## src/rtl/bsda_pkg.sv

```systemverilog
`timescale 1ns / 1ps
`default_nettype none

package bsda_pkg;

   localparam int CSR_BITS   = 9;
   localparam int IDX_BITS   = 8;
   localparam int IN_BITS    = 32;
   localparam int OUT_BITS   = 32;
   localparam int FILL_OUT   = 9;

   typedef enum logic [2:0] {
      OP_PUSH       = 3'd0,
      OP_POP        = 3'd1,
      OP_READ_TOP   = 3'd2,
      OP_READ_DEEP  = 3'd3,
      OP_WRITE_DEEP = 3'd4,
      OP_CLEAR      = 3'd5
   } op_type;

   typedef enum logic [1:0] {
      ST_OK    = 2'd0,
      ST_EMPTY = 2'd1,
      ST_FULL  = 2'd2,
      ST_RANGE = 2'd3
   } status_type;

   // controller to datapath
   typedef struct packed {
      logic capture;
      logic execute;
      logic finish;
   } dp_cmd_type;

   // datapath to controller
   typedef struct packed {
      logic out_free;
   } dp_stat_type;

endpackage

`default_nettype wire

```

## src/rtl/bsda_ctrl.sv

```systemverilog
`timescale 1ns / 1ps
`default_nettype none

module bsda_ctrl (
   input  logic                  clock,
   input  logic                  reset,
   input  logic                  req_valid,
   output logic                  req_ready,
   output bsda_pkg::dp_cmd_type  cmd,
   input  bsda_pkg::dp_stat_type stat
);
   import bsda_pkg::*;

   typedef enum logic [2:0] {
      S_IDLE = 3'b001,
      S_EXEC = 3'b010,
      S_LOAD = 3'b100
   } state_type;

   state_type state_ff, state_in;

   assign req_ready = (state_ff == S_IDLE);

   always_comb begin
      state_in    = state_ff;
      cmd.capture = 1'b0;
      cmd.execute = 1'b0;
      cmd.finish  = 1'b0;
      unique case (state_ff)
         S_IDLE: begin
            if (req_valid) begin
               cmd.capture = 1'b1;
               state_in    = S_EXEC;
            end
         end
         S_EXEC: begin
            cmd.execute = 1'b1;
            state_in    = S_LOAD;
         end
         S_LOAD: begin
            // wait here until the output register can take the result
            if (stat.out_free) begin
               cmd.finish = 1'b1;
               state_in   = S_IDLE;
            end
         end
         default: state_in = S_IDLE;
      endcase
   end

   always_ff @(posedge clock) begin
      if (reset) begin
         state_ff <= S_IDLE;
      end else begin
         state_ff <= state_in;
      end
   end

`ifndef ASSERT_OFF
   a_one_cmd: assert property (@(posedge clock) disable iff (reset)
      $onehot0({cmd.capture, cmd.execute, cmd.finish}))
      else $error("more than one datapath command at once");
   a_exec_follows_capture: assert property (@(posedge clock) disable iff (reset)
      cmd.capture |=> cmd.execute)
      else $error("capture not followed by execute");
   a_no_accept_busy: assert property (@(posedge clock) disable iff (reset)
      (cmd.execute || cmd.finish) |-> !req_ready)
      else $error("request taken while an item is in flight");
`endif

endmodule

`default_nettype wire

```

## config.mk

```make
export PLATFORM = sky130hd
export DESIGN_NAME = bsda_ctrl
export DESIGN_NICKNAME = d
export VERILOG_FILES = /design/src/rtl/bsda_pkg.sv /design/src/rtl/bsda_ctrl.sv
export SDC_FILE = /design/constraint.sdc
export NUM_CORES = 1
export LEC_CHECK = 0
export BUFFER_PORTS_ARGS = -buffer_cell sky130_fd_sc_hd__buf_2
export CAP_MARGIN = 20
export CELL_PAD_IN_SITES_DETAIL_PLACEMENT = 1
export CELL_PAD_IN_SITES_GLOBAL_PLACEMENT = 1
export CORE_AREA = 5 5 42 44
export DETAILED_ROUTE_END_ITERATION = 8
export DIE_AREA = 0 0 47 49
export PLACE_DENSITY_LB_ADDON = 0.1
export SETUP_SLACK_MARGIN = 0.02
export SYNTH_ARGS = -nofsm -noshare
export SYNTH_HDL_FRONTEND = slang
export SYNTH_SLANG_ARGS = --single-unit
```

## constraint.sdc

```tcl
create_clock -name clock -period 1.5 [get_ports clock]
set_input_delay 0.075 -clock clock [delete_from_list [all_inputs] [get_ports clock]]
set_output_delay 0.075 -clock clock [all_outputs]
set_load 0.05 [all_outputs]
```

==> results.yml <==
power:
  p_comb_frac: 0.182
  seqPwrFrac: 0.322
  power_leakage_nw: 0.108
  swShare: 0.291
  vdd_drop_max_v: 0.000283
  power_density_nw_per_um2: 1130
  p_sw_mw: 0.0831
  p_clk_frac: 0.497
  power.internal_mw: 0.203
clock_tree:
  hold_buffers: 0
  cts-root-buf: "clkbuf_4"
  worstSkewPairLatency_ns: 0.23
  post_cts_buffers: 0
  path_clk_slew_ns: 0.04
  cts.sinks: 3
  cts_resized: 0
  clk_path_buf_depth: 2
  ctsHtreeMaxLevel: 1
  cts_buffers: 3
  cts_tree: "yes"
timing:
  fmax_mhz: 733
  finalSetupViolations: 0
  finalHoldViolCount: 0
  fin_skew_ns: 0.00302
  fin_ws_ns: 0.136
  worst_slew_pin_slew_ns: 0.251
  rsz0062_at_grt: "no"
  fin_setup_tns_ns: 0
  slew_viol_final: 0
  period_share: 0.909
  slew_headroom: 0.834
  final.min_clock_period_ns: 1.36
synth:
  synth_flop_cell: "dfxtp_1"
  netlist_area_um2: 164
  synthAdderAreaFrac: 0
  yosysMostFrequentCell: "dfxtp_1"
  yosys.area_share.simple: 0.443
  async_reset_ff_frac: 0
  synthTopCellsByArea: "dfxtp_1 (37%), or3b_1 (11%), nand4bb_2 (9.9%), nor4bb_1 (6.1%), or4b_1 (6.1%)"
  synth_cells: 16
  ys_top_cells_by_count: "dfxtp_1 (3), inv_1 (2), or3b_1 (2)"
  ys_seq_area_frac: 0.366
  synth.distinct_cells: 12
  synth-xor-area-share: 0
  synth_edf_count: 0
  synth_top_area_share: 0.366
  synth_area_per_cell_um2: 10.2
  synth_top_family_by_area: "simple AND/OR/NAND/NOR gates"
  synth_compound_area_frac: 0.0992
  ys_warn_count: 0
  syn_nets: 20
  yosys.area.top_type: "dfxtp_1"
  ys_ff_latch: 3
  synth.mux.area_fraction: 0
placed_design:
  dp_cells: 38
  numPortBuffers: 7
  place_congestion: 0.568
  place_area_um2: 223
  place_ws_ns: 0.283
setup_path:
  cp-end-kind: "primary output"
  crit-reg2reg-capture: "state_ff[0]$_SDFFE_PP1P_"
  ff2ff_path_depth: 2
  worstSetupPathType: "flip-flop to primary output"
  cp_max_fo: 7
  crit_path_max_incr_delay_ns: 0.42
  required_ns: 1.42
  cp.arrival_ns: 1.29
  r2r_setup_slack_ns: 0.28
  r2r-start: "state_ff[0]$_SDFFE_PP1P_"
  cp_slowest_cell: "or3b_1"
  crit_chain: "or3b_1 > inv_1 > clkbuf_4"
  startpoint_type: "flip-flop"
layout:
  syn2layout_area_growth_pct: 54.2
  finalNetCount: 31
  largest_reg_flops: 3
  finalInstanceArea_um2: 253
  nFillCells: 177
  top_register: "state_ff"
  diodes: 0
  finalNonFillerCells: 42
  utilization: 0.180
  largestRegisters: "state_ff: 3 flops"
  layout-drive-gt1-share: 0.538
global_route:
  gr-total-overflow: 0
  grt_max_degree: 8
  antenna_found_initial: 0
  grt_pass1_wl_um: 724
  grt_util_all_layers: 0.0472
  first_global_vias: 169
hold_path:
  holdCritStartpoint: "reset"
  hold_path_class: "input pin to flip-flop"
  hold_end: "state_ff[1]$_SDFFE_PP0P_"
  hold_path_depth: 2
routing:
  wl_per_cell_um: 9.90
  viasPerCell: 3.64
  drtIter0Drc: 1
  totalWireLength_um: 416
  drc: 0
  vias: 153
  first_pass_iters: 2
  ant_nets: 0
floorplanning:
  rows: 14
  start_util: 0.117
  die_w_um: 47
  io_pins: 8
  die_h_um: 49
  core_area_um2: 1400
  die_area_um2: 2300
run_status:
  status: "complete, no violations"
flow_run:
  maxCapViolCount: 0
## power by group through the flow
stage	Clock [mW]	Combinational [mW]	Sequential [mW]
2_1_floorplan	0	0.0397	0.0911
3_3_place_gp	0	0.0526	0.0932
3_5_place_dp	0	0.0524	0.0929
4_1_cts	0.153	0.0526	0.0917
5_1_grt	0.160	0.0550	0.0930
6_report	0.142	0.0519	0.0920
## metal layers
layer,up-vias,GRT usage,part of all wire
li1,78,-,-
met2,5,0.0543,0.47
met4,0,0.0691,0
met1,70,0.0527,0.42
met3,0,0.0148,0.11
met5,-,0,0
## layout make-up
| class | count | area [µm²] | area share |
|---|---|---|---|
| multi-input combinational | 10 | 100 | 0.396 |
| sequential | 3 | 61.3 | 0.243 |
| timing repair buffer | 7 | 37.5 | 0.149 |
| clock buffer | 4 | 26.3 | 0.104 |
| inverter | 2 | 7.51 | 0.0297 |
| tap | 16 | 20.0 | 0.0792 |
## critical path, delay by kind of cell, from the launching register on
kind | cells | cell delay, ns
AND/OR/NAND/NOR | 1 | 0.42
buffers and inverters | 2 | 0.29
flip-flops | 1 | 0.35
## placed cells by master, fill, tap and decap left out
master,instances
inv_1,2
nor4bb_2,1
dfxtp_2,1
or4b_1,1
clkbuf_1,1
dfxtp_1,2
clkbuf_4,4
nor3b_2,1
a31o_1,1
a211oi_1,1
or2b_1,1
nand4bb_2,1
or3b_1,2
nor2_1,1
buf_2,6
## worst max-delay path by stage
stage	to	cells past startpoint	slack [ns]	from
2_1_floorplan	cmd[0]	1	0.05	state_ff[1]$_SDFFE_PP0P_
3_3_place_gp	state_ff[0]$_SDFFE_PP1P_	2	0.26	state_ff[1]$_SDFFE_PP0P_
3_5_place_dp	state_ff[0]$_SDFFE_PP1P_	2	0.28	state_ff[1]$_SDFFE_PP0P_
4_1_cts	cmd[1]	3	0.02	state_ff[1]$_SDFFE_PP0P_
5_1_grt	cmd[1]	3	0.05	state_ff[2]$_SDFFE_PP0P_
6_report	cmd[1]	3	0.14	state_ff[2]$_SDFFE_PP0P_
## logic make-up (layout without fill, tap and decap cells)
| group | Yosys count | after routing |
|---|---|---|
| flip-flops | 3 | 3 |
| AND/OR/NAND/NOR | 8 | 8 |
| AO/OA/AOI/OAI | 2 | 2 |
| buffers and inverters | 3 | 13 |
## through the flow
| stage | hold WS (ns) | power, mW |
|---|---|---|
| 2_1_floorplan | 0.147 | 0.131 |
| 3_3_place_gp | 0.277 | 0.146 |
| 3_5_place_dp | 0.280 | 0.145 |
| 4_1_cts | 0.0246 | 0.297 |
| 5_1_grt | 0.0389 | 0.308 |
| 6_report | 0.0317 | 0.286 |
Note: power is estimated with default switching activity, not from simulation.
